===== config.mk =====
export PLATFORM = sky130hd
export DESIGN_NAME = region_mean_moving_average_top
export DESIGN_NICKNAME = d
export VERILOG_FILES = /design/src/design/rmma_pkg.sv /design/src/design/region_mean_moving_average_top.sv /design/src/design/rmma_div.sv /design/src/design/rmma_window.sv
export SDC_FILE = /design/constraint.sdc
export NUM_CORES = 1
export LEC_CHECK = 0
export BUFFER_PORTS_ARGS = -buffer_cell sky130_fd_sc_hd__buf_2
export CORE_MARGIN = 2
export CORE_UTILIZATION = 45
export CTS_CLUSTER_DIAMETER = 120
export DETAILED_ROUTE_END_ITERATION = 16
export PLACE_DENSITY = 0.62
export SLEW_MARGIN = 20
export SYNTH_ARGS = -nofsm -noshare
export SYNTH_HDL_FRONTEND = slang
export SYNTH_SLANG_ARGS = --single-unit

===== constraint.sdc =====
create_clock -name clk -period 4 [get_ports clk]
set_clock_uncertainty 0.2 [all_clocks]
set_input_delay 0.2 -clock clk [delete_from_list [all_inputs] [get_ports clk]]
set_output_delay 0.2 -clock clk [all_outputs]
set_load 0.01 [all_outputs]

===== src/design/rmma_pkg.sv =====
// Shared types and constants for the region mean / moving average block.
package rmma_pkg;

  localparam int DEF_MAX_REGION_PIXELS = 65536;
  localparam int DEF_MAX_WINDOW        = 64;

  localparam int PIX_W   = 8;
  localparam int LEN_W   = 7;
  localparam int DATA_W  = 32;
  localparam int PADDR_W = 3;

  localparam logic [LEN_W-1:0] LEN_RESET  = 7'd5;
  localparam logic [PIX_W-1:0] BRIGHT_MAX = 8'd255;

  // word index of each register on the config port
  localparam logic [PADDR_W-3:0] REG_WINDOW_LEN = '0;

  typedef enum logic [2:0] {
    S_IDLE,
    S_FSTART,
    S_FDIV,
    S_WREAD,
    S_WUPD,
    S_ASTART,
    S_ADIV,
    S_OUT
  } state_t;

  typedef struct packed {
    logic busy;
    logic done;
  } div_status_t;

  typedef struct packed {
    logic rd_en;
    logic upd_en;
  } win_cmd_t;

endpackage


===== src/design/region_mean_moving_average_top.sv =====
// Top level: region mean per frame, then boxcar moving average of frame means.
//
// Input channel (in_valid / in_stall): one pixel beat with pixel_value,
// in_region and end_of_frame. In-region pixels, up to MAX_REGION_PIXELS,
// are summed and counted; a beat without end_of_frame is taken unstalled,
// so pixels stream at one per clock while idle. A beat with end_of_frame
// closes the frame: the block stalls input while one shared restoring
// divider (one quotient bit per cycle) first forms sum / count (skipped for
// an empty region), then, after the window store is read and updated,
// forms window_total / len_eff (window_len with 0 as 1, capped at the depth).
// The input stays stalled through both serial divisions in that single divider.
// Output channel (out_valid / out_stall): one result beat per frame with
// average_brightness, frame_brightness and region_empty. The result sits in
// an output register; a stalled receiver holds it, and the block waits with
// the next result (input stalled) until the register frees up.
// Config: APB-style write of window_len at byte address 0, pready always high;
// write only while idle.
// Reset (rst, synchronous): window_len = 5, accumulators, pointer and total
// cleared, every window entry reads as zero until written, no result pending.
module region_mean_moving_average_top
  import rmma_pkg::*;
#(
  parameter int MAX_REGION_PIXELS = DEF_MAX_REGION_PIXELS,
  parameter int MAX_WINDOW        = DEF_MAX_WINDOW
) (
  input  logic               clk,
  input  logic               rst,
  // config port
  input  logic               psel,
  input  logic               penable,
  input  logic               pwrite,
  input  logic [PADDR_W-1:0] paddr,
  input  logic [DATA_W-1:0]  pwdata,
  output logic [DATA_W-1:0]  prdata,
  output logic               pready,
  // pixel input
  input  logic               in_valid,
  output logic               in_stall,
  input  logic [PIX_W-1:0]   pixel_value,
  input  logic               in_region,
  input  logic               end_of_frame,
  // result output
  output logic               out_valid,
  input  logic               out_stall,
  output logic [PIX_W-1:0]   average_brightness,
  output logic [PIX_W-1:0]   frame_brightness,
  output logic               region_empty
);

  localparam int CNT_W = $clog2(MAX_REGION_PIXELS + 1);
  localparam int SUM_W = CNT_W + PIX_W;
  localparam int TOT_W = $clog2(255 * MAX_WINDOW + 1);
  localparam int NUM_W = (SUM_W > TOT_W) ? SUM_W : TOT_W;
  localparam int DEN_W = (CNT_W > LEN_W) ? CNT_W : LEN_W;

  state_t            state;
  state_t            state_next;

  logic [LEN_W-1:0]  window_len;
  logic [LEN_W-1:0]  len_eff;
  logic [SUM_W-1:0]  pixel_sum;
  logic [CNT_W-1:0]  pixel_count;
  logic [PIX_W-1:0]  last_brightness;
  logic              empty_flag;
  logic [PIX_W-1:0]  res_avg;

  logic              in_accept;
  logic              add_en;
  logic              count_zero;
  logic              out_free;

  logic              div_start;
  logic [NUM_W-1:0]  div_numer;
  logic [DEN_W-1:0]  div_denom;
  div_status_t       div_status;
  logic [NUM_W-1:0]  div_quot;

  win_cmd_t          win_cmd;
  logic [TOT_W-1:0]  window_total;

  // ---- config port ----
  assign pready = 1'b1;

  always_comb begin
    prdata = '0;
    if (paddr[PADDR_W-1:2] == REG_WINDOW_LEN) begin
      prdata = DATA_W'(window_len);
    end
  end

  always_ff @(posedge clk) begin
    if (rst) begin
      window_len <= LEN_RESET;
    end else if (psel && penable && pwrite && pready
                 && paddr[PADDR_W-1:2] == REG_WINDOW_LEN) begin
      window_len <= pwdata[LEN_W-1:0];
    end
  end

  // zero length counts as 1, anything past the store depth as the depth
  always_comb begin
    if (window_len == '0) begin
      len_eff = LEN_W'(1);
    end else if (32'(window_len) > MAX_WINDOW) begin
      len_eff = LEN_W'(MAX_WINDOW);
    end else begin
      len_eff = window_len;
    end
  end

  // ---- handshake helpers ----
  assign in_accept  = in_valid && !in_stall;
  assign add_en     = in_region && (32'(pixel_count) < MAX_REGION_PIXELS);
  assign count_zero = (pixel_count == '0);
  assign out_free   = !out_valid || !out_stall;

  // ---- sequencer: next state ----
  always_comb begin
    state_next = state;
    unique case (state)
      S_IDLE:   if (in_accept && end_of_frame) state_next = S_FSTART;
      S_FSTART: state_next = count_zero ? S_WREAD : S_FDIV;
      S_FDIV:   if (div_status.done) state_next = S_WREAD;
      S_WREAD:  state_next = S_WUPD;
      S_WUPD:   state_next = S_ASTART;
      S_ASTART: state_next = S_ADIV;
      S_ADIV:   if (div_status.done) state_next = S_OUT;
      S_OUT:    if (out_free) state_next = S_IDLE;
      default:  state_next = S_IDLE;
    endcase
  end

  // ---- sequencer: outputs ----
  always_comb begin
    in_stall       = 1'b1;
    div_start      = 1'b0;
    div_numer      = NUM_W'(pixel_sum);
    div_denom      = DEN_W'(pixel_count);
    win_cmd.rd_en  = 1'b0;
    win_cmd.upd_en = 1'b0;
    unique case (state)
      S_IDLE:   in_stall = 1'b0;
      S_FSTART: div_start = !count_zero;
      S_WREAD:  win_cmd.rd_en = 1'b1;
      S_WUPD:   win_cmd.upd_en = 1'b1;
      S_ASTART: begin
        div_start = 1'b1;
        div_numer = NUM_W'(window_total);
        div_denom = DEN_W'(len_eff);
      end
      S_FDIV, S_ADIV, S_OUT: ;
      default:  in_stall = 1'b1;
    endcase
  end

  always_ff @(posedge clk) begin
    if (rst) begin
      state <= S_IDLE;
    end else begin
      state <= state_next;
    end
  end

  // ---- frame accumulators ----
  always_ff @(posedge clk) begin
    if (rst) begin
      pixel_sum   <= '0;
      pixel_count <= '0;
    end else if (state == S_FSTART) begin
      // divider has latched the operands this edge
      pixel_sum   <= '0;
      pixel_count <= '0;
    end else if (in_accept && add_en) begin
      pixel_sum   <= pixel_sum + SUM_W'(pixel_value);
      pixel_count <= pixel_count + 1'b1;
    end
  end

  always_ff @(posedge clk) begin
    if (rst) begin
      last_brightness <= '0;
      empty_flag      <= 1'b0;
    end else begin
      if (state == S_FSTART) begin
        empty_flag <= count_zero;
      end
      if (state == S_FDIV && div_status.done) begin
        last_brightness <= div_quot[PIX_W-1:0];
      end
    end
  end

  // window mean, clamped
  always_ff @(posedge clk) begin
    if (state == S_ADIV && div_status.done) begin
      res_avg <= (div_quot > NUM_W'(BRIGHT_MAX)) ? BRIGHT_MAX : div_quot[PIX_W-1:0];
    end
  end

  // ---- output register ----
  always_ff @(posedge clk) begin
    if (rst) begin
      out_valid <= 1'b0;
    end else if (state == S_OUT && out_free) begin
      out_valid <= 1'b1;
    end else if (!out_stall) begin
      out_valid <= 1'b0;
    end
  end

  always_ff @(posedge clk) begin
    if (state == S_OUT && out_free) begin
      average_brightness <= res_avg;
      frame_brightness   <= last_brightness;
      region_empty       <= empty_flag;
    end
  end

  // ---- shared divider ----
  rmma_div #(
    .NUM_W (NUM_W),
    .DEN_W (DEN_W)
  ) u_div (
    .clk    (clk),
    .rst    (rst),
    .start  (div_start),
    .numer  (div_numer),
    .denom  (div_denom),
    .status (div_status),
    .quot   (div_quot)
  );

  // ---- window store ----
  rmma_window #(
    .MAX_WINDOW (MAX_WINDOW),
    .TOT_W      (TOT_W)
  ) u_window (
    .clk       (clk),
    .rst       (rst),
    .cmd       (win_cmd),
    .len       (len_eff),
    .new_value (last_brightness),
    .total     (window_total)
  );

endmodule


===== src/design/rmma_div.sv =====
// Restoring divider, one quotient bit per cycle.
module rmma_div
  import rmma_pkg::*;
#(
  parameter int NUM_W = 25,
  parameter int DEN_W = 17
) (
  input  logic             clk,
  input  logic             rst,
  input  logic             start,
  input  logic [NUM_W-1:0] numer,
  input  logic [DEN_W-1:0] denom,
  output div_status_t      status,
  output logic [NUM_W-1:0] quot
);

  localparam int CNT_W = $clog2(NUM_W + 1);

  logic [DEN_W-1:0] rem;
  logic [DEN_W-1:0] den;
  logic [CNT_W-1:0] cnt;
  logic             busy;
  logic             done;

  logic [DEN_W:0]   trial;
  logic             qbit;
  logic [DEN_W:0]   diff;

  // shift next numerator bit into the partial remainder, try to subtract
  assign trial = {rem, quot[NUM_W-1]};
  assign diff  = trial - {1'b0, den};
  assign qbit  = (trial >= {1'b0, den});

  always_ff @(posedge clk) begin
    if (rst) begin
      busy <= 1'b0;
      done <= 1'b0;
      cnt  <= '0;
    end else begin
      done <= 1'b0;
      if (start) begin
        busy <= 1'b1;
        cnt  <= '0;
      end else if (busy) begin
        cnt <= cnt + 1'b1;
        if (cnt == CNT_W'(NUM_W - 1)) begin
          busy <= 1'b0;
          done <= 1'b1;
        end
      end
    end
  end

  always_ff @(posedge clk) begin
    if (start) begin
      quot <= numer;
      den  <= denom;
      rem  <= '0;
    end else if (busy) begin
      quot <= {quot[NUM_W-2:0], qbit};
      rem  <= qbit ? diff[DEN_W-1:0] : trial[DEN_W-1:0];
    end
  end

  assign status.busy = busy;
  assign status.done = done;

endmodule


===== src/design/rmma_window.sv =====
// Circular window store with running total and write pointer.
module rmma_window
  import rmma_pkg::*;
#(
  parameter int MAX_WINDOW = DEF_MAX_WINDOW,
  parameter int TOT_W      = 14
) (
  input  logic             clk,
  input  logic             rst,
  input  win_cmd_t         cmd,
  input  logic [LEN_W-1:0] len,
  input  logic [PIX_W-1:0] new_value,
  output logic [TOT_W-1:0] total
);

  localparam int WP_W = $clog2(MAX_WINDOW);

  logic [PIX_W-1:0]      mem [MAX_WINDOW];
  logic [MAX_WINDOW-1:0] valid;
  logic [WP_W-1:0]       wp;
  logic [WP_W-1:0]       addr;
  logic [WP_W-1:0]       rd_addr;
  logic [PIX_W-1:0]      rd_data;
  logic                  rd_valid;
  logic [PIX_W-1:0]      old_value;
  logic [WP_W:0]         addr_inc;

  // pointer left past a shortened window restarts at entry 0
  assign rd_addr   = (32'(wp) >= 32'(len)) ? '0 : wp;
  assign old_value = rd_valid ? rd_data : '0;
  assign addr_inc  = (WP_W+1)'(addr) + 1'b1;

  always_ff @(posedge clk) begin
    if (cmd.rd_en) begin
      rd_data <= mem[rd_addr];
    end
    if (cmd.upd_en) begin
      mem[addr] <= new_value;
    end
  end

  always_ff @(posedge clk) begin
    if (cmd.rd_en) begin
      addr <= rd_addr;
    end
  end

  always_ff @(posedge clk) begin
    if (rst) begin
      valid    <= '0;
      rd_valid <= 1'b0;
      wp       <= '0;
      total    <= '0;
    end else begin
      if (cmd.rd_en) begin
        rd_valid <= valid[rd_addr];
      end
      if (cmd.upd_en) begin
        valid[addr] <= 1'b1;
        total       <= total - TOT_W'(old_value) + TOT_W'(new_value);
        wp          <= (32'(addr_inc) >= 32'(len)) ? '0 : addr_inc[WP_W-1:0];
      end
    end
  end

endmodule


==> out/results.txt <==
The run finished with clean final reports. The analysis attributes to cell leakage a power of 13.28 nW. Total of buffers placed on input and output ports: 50. The root cell of the clock tree was sky130_fd_sc_hd__clkbuf_16. Type of the setup path with the least slack: register to register. The number of nets in the layout was 2876. The routability-driven placement congestion ratio is 0.8357.

Measured on the finished design, the core utilization comes to 52.11%. The number of clock sinks seen by CTS was 764. For this run, the total global-route usage over all layers was measured as 22.43%. The logs give 3 for the largest buffer count on any clock path and 45.38% for the initial core utilization.

TritonCTS built the clock tree. At the worst endpoint, the required time is 4.31 ns. Setup slack on the critical path of the routed design comes to 0.1882 ns. The area of all placed cells without fillers came out at 0.03725 sq mm. For the pin with the worst max-slew slack, the measured transition is 0.9682 ns. Registers are responsible for 51.7% of the overall power. The total wirelength of the detailed-routed design is 83610 microns.

The synthesized instance count was 2595; the initial antenna violation count was 0. The run gives 16.80 mW as the total chip power. Once detailed placement completed, the half-perimeter wirelength came to 52270 microns. The classification of the worst-slack hold path was primary input to register. Setup repair after global routing could not meet its margin everywhere.

The highest achievable clock rate came out at 262.3 MHz. Compared with the post-synthesis result, the final layout area differs by 14.83%. Summing every instance area after synthesis gives 0.03244 sq mm. The number of levels in the clock H-tree was 3; the antenna diode count was 0. The logs give 21461 for the via count of the first global-routing pass and 4.12 ns for the data arrival time at the worst-slack endpoint. The area of the die was 0.07426 sq mm.

The clock-pin transition on the worst setup and hold timing paths was 0.06 ns; the power per unit of standard cell area was 450.9 mW/mm^2. The final number of max-transition violations is 0, and the per-instance average area after synthesis is 12.50 sq um. The fraction of the yosys area taken by sequential cells was 65.44%; the unique cell type count in the Yosys netlist was 81. Once placement completed, the tool counted placed cells totaling 3598. For the remaining design rule violation count, the log shows 0. For the I/O pin count, the log shows 104. The tightest hold path in the finished design has a slack of 0.1496 ns. In the post-synthesis netlist, the biggest area contributors are sky130_fd_sc_hd__edfxtp_1 55%, sky130_fd_sc_hd__dfxtp_1 11%, sky130_fd_sc_hd__nand2_1 3.1%.

The worst slack after detailed placement is 0.1105 ns. The tool flagged a number of max-cap violations equal to 0. The clock network accounts for 41.8% of the total power. In this run, synthesis inferred 593 flip-flops with an integrated enable. The floorplan core area came out at 0.07149 sq mm. After detailed routing, the average wire length per cell comes to 22.17 microns. Relative slew slack: 35.22%. The synthesized design contains 764 register bits. The fraction of synthesized cell area taken by the top area cell type is 54.89%. For this run, the leading register cell type out of synthesis is sky130_fd_sc_hd__edfxtp_1. The number of buffers created by CTS is 80. After routing, the total negative slack on setup checks comes to 0 ns. For the number of design-rule violations left by the first detailed-router iteration, the log shows 1713. Summed over all instances, the cell type with the most area after synthesis is sky130_fd_sc_hd__edfxtp_1. After detailed routing, the number of vias per cell comes to 5.730.

The number of warning messages in the yosys log was 0; the number of vias after detailed routing was 21606. The clock latency of the later-clocked register in the worst-skew pair came out at 0.65 ns. The logs give 378.6 uV for the peak supply drop and 98 for the row count.

The proportion of power drawn by combinational gates is 6.5%, and the worst-path maximum fanout is 9. The analysis attributes to net switching a power of 3.812 mW. The worst setup path is launched from a register. Setup violations remaining at the end of the flow were counted as 0.

The fraction of final layout cells sized beyond drive strength 1 was 13.72%; the setup fix buffers added after clock tree synthesis was 0. Share of the cycle needed by the critical path after routing: 95.29%. Summed over all layers, the global routing overflow is 0.

Total of fill cells in the finished design: 6114. Of all flip-flops after synthesis, the portion carrying an async set or reset was 0%. The placed instances occupy a cell area of 0.03448 sq mm.

The first detailed-routing pass ran for 5 iterations. Entering global routing, the biggest net connects 72 pins. The logs give 3771 for the final cell count without fillers and 127600 microns for the first-pass GRT wire length.

The logs give 0 for the total count of hold-check failures in the final report and 0 for the number of nets with antenna violations after routing. The fraction of power spent switching nets was 22.69%; the vertical die dimension was 272.5 microns. The worst setup path is captured at a register.

The tools report the internal power as 12.99 mW. The die width works out to 272.5 microns. Summing all flip-flop and latch instances after layout gives 0.02124 sq mm. In the final layout, the multi-input gates occupy 0.01022 sq mm. Minimum period implied by the final worst setup slack: 3.812 ns.
final cells by class:
class                      instances  share of cell area [%]
sequential                       764                   57.02
tap                              950                   3.191
clock inverter                    27                  0.5038
inverter                          94                  0.9538
timing repair buffer             224                   4.799
clock buffer                     119                   6.092
multi-input combinational       1593                   27.44
cells in the mapped netlist, types with 10 or more instances:
cell type and instances:
sky130_fd_sc_hd__o22ai_1 34, sky130_fd_sc_hd__buf_1 13, sky130_fd_sc_hd__o2111a_1 24, sky130_fd_sc_hd__nor2_1 265, sky130_fd_sc_hd__a31oi_1 54, sky130_fd_sc_hd__or3_1 31
sky130_fd_sc_hd__o31ai_1 12, sky130_fd_sc_hd__nand4b_1 11, sky130_fd_sc_hd__a211oi_1 32, sky130_fd_sc_hd__buf_4 34, sky130_fd_sc_hd__nand4_1 11, sky130_fd_sc_hd__inv_1 91
sky130_fd_sc_hd__nor3_1 40, sky130_fd_sc_hd__nand2b_1 13, sky130_fd_sc_hd__and2_1 23, sky130_fd_sc_hd__nand3_1 55, sky130_fd_sc_hd__a211o_1 30, sky130_fd_sc_hd__buf_2 42
sky130_fd_sc_hd__a21oi_1 93, sky130_fd_sc_hd__dfxtp_1 171, sky130_fd_sc_hd__and3_1 18, sky130_fd_sc_hd__nand2_1 272, sky130_fd_sc_hd__a21o_1 12, sky130_fd_sc_hd__o221ai_1 82
sky130_fd_sc_hd__mux2i_1 67, sky130_fd_sc_hd__ha_1 57, sky130_fd_sc_hd__edfxtp_1 593, sky130_fd_sc_hd__o21a_1 14, sky130_fd_sc_hd__o21ai_0 85, sky130_fd_sc_hd__nor2b_1 17
sky130_fd_sc_hd__nor4_1 19, sky130_fd_sc_hd__xor2_1 27, sky130_fd_sc_hd__xnor2_1 28, sky130_fd_sc_hd__o21ba_2 15, sky130_fd_sc_hd__a22o_1 11, sky130_fd_sc_hd__a311oi_1 19
sky130_fd_sc_hd__clkbuf_1 78, sky130_fd_sc_hd__fa_1 10
worst max-delay path: stages (launching register included):
cell and delay (ns):
sky130_fd_sc_hd__dfxtp_1 0.50, sky130_fd_sc_hd__and2_1 0.23, sky130_fd_sc_hd__fa_1 0.47, sky130_fd_sc_hd__inv_1 0.08, sky130_fd_sc_hd__ha_1 0.24, sky130_fd_sc_hd__a211o_1 0.33
sky130_fd_sc_hd__a2111oi_0 0.41, sky130_fd_sc_hd__buf_4 0.19, sky130_fd_sc_hd__o311ai_1 0.16, sky130_fd_sc_hd__a211oi_2 0.34, sky130_fd_sc_hd__nor3_1 0.10, sky130_fd_sc_hd__o21ai_1 0.19
sky130_fd_sc_hd__xor2_1 0.16, sky130_fd_sc_hd__nor2_1 0.05
timing repair:
action,4_1_cts,5_1_grt
hold buffers,27,0
resized for setup,0,15
endpoints found under the hold margin,66,0
setup endpoints to repair,0,10
power groups by stage:
stage | clock network (mW) | registers, mW | logic (mW)
global placement | 0 | 8.84 | 1.03
detailed placement | 0 | 8.85 | 1.07
global route | 7.45 | 8.69 | 1.23
CTS | 7.14 | 8.68 | 1.09
floorplan | 0 | 8.81 | 0.848
finish | 7.02 | 8.68 | 1.10
sequential cells by signal, summed over array words and instances (netlist names), 7 cells and up:
signal and cells:
res_avg 8, u_div.den 17, last_brightness 8, frame_brightness 8
u_window.mem 512, u_window.rd_data 8, u_div.rem 17, u_window.valid 64
pixel_sum 25, u_window.total 14, pixel_count 17, u_div.quot 25
window_len 7, average_brightness 8
cell families after synthesis:
family | Yosys count | synth area share, %
muxes | 84 | 2.970
DFF | 764 | 65.44
adders and majority gates | 67 | 2.815
AOI/OAI and AO/OA | 557 | 12.38
other | 2 | 0.02315
and+or+nand+nor | 804 | 11.28
xor gates and xnor gates | 55 | 1.485
buffers and inverters | 262 | 3.610
final timing paths:
check                         start                     to  slack, ns  depth (start not counted)
setup reg to reg  u_window.rd_valid     u_window.total[13]       0.19                         13
hold reg to reg          res_avg[2]  average_brightness[2]       0.22                          0
hold / removal               pwrite          window_len[2]       0.15                          3
setup / recovery  u_window.rd_valid     u_window.total[13]       0.19                         13
cell usage in the layout, fill, tap and decap left out, types with 12 or more instances in the layout:
master                          count
sky130_fd_sc_hd__a21oi_1           91
sky130_fd_sc_hd__buf_2             49
sky130_fd_sc_hd__nand3_1           54
sky130_fd_sc_hd__nor2b_1           17
sky130_fd_sc_hd__edfxtp_1         593
sky130_fd_sc_hd__and3_1            18
sky130_fd_sc_hd__and2_1            23
sky130_fd_sc_hd__or3_1             31
sky130_fd_sc_hd__a211oi_1          30
sky130_fd_sc_hd__xor2_1            27
sky130_fd_sc_hd__nand2b_1          13
sky130_fd_sc_hd__nor2_1           265
sky130_fd_sc_hd__nor3_1            39
sky130_fd_sc_hd__inv_1             91
sky130_fd_sc_hd__a21o_1            12
sky130_fd_sc_hd__mux2i_1           67
sky130_fd_sc_hd__a211o_1           29
sky130_fd_sc_hd__o221ai_1          82
sky130_fd_sc_hd__nor4_1            19
sky130_fd_sc_hd__o21a_1            13
sky130_fd_sc_hd__buf_12            12
sky130_fd_sc_hd__xnor2_1           28
sky130_fd_sc_hd__dlygate4sd3_1     27
sky130_fd_sc_hd__nand2_1          271
sky130_fd_sc_hd__conb_1            26
sky130_fd_sc_hd__o2111a_1          24
sky130_fd_sc_hd__a311oi_1          19
sky130_fd_sc_hd__buf_4            133
sky130_fd_sc_hd__clkbuf_1          28
sky130_fd_sc_hd__o22ai_1           34
sky130_fd_sc_hd__clkbuf_16         81
sky130_fd_sc_hd__dfxtp_1          161
sky130_fd_sc_hd__clkinv_2          15
sky130_fd_sc_hd__ha_1              57
sky130_fd_sc_hd__o21ai_0           79
sky130_fd_sc_hd__a31oi_1           53
sky130_fd_sc_hd__o21ba_2           15
sky130_fd_sc_hd__o31ai_1           12
metal layers:
| metal | part of all wire, % | wire (microns) | GRT usage, % | up-vias |
|---|---|---|---|---|
| li1 | - | - | - | 10012 |
| met3 | 5.9 | 4953 | 3.638 | 145 |
| met5 | 0 | 0 | 0 | - |
| met4 | 2.9 | 2436 | 7.027 | 0 |
| met1 | 43 | 35600 | 29.92 | 10803 |
| met2 | 49 | 40630 | 37.66 | 646 |
Power figures use the tool's default switching activity.
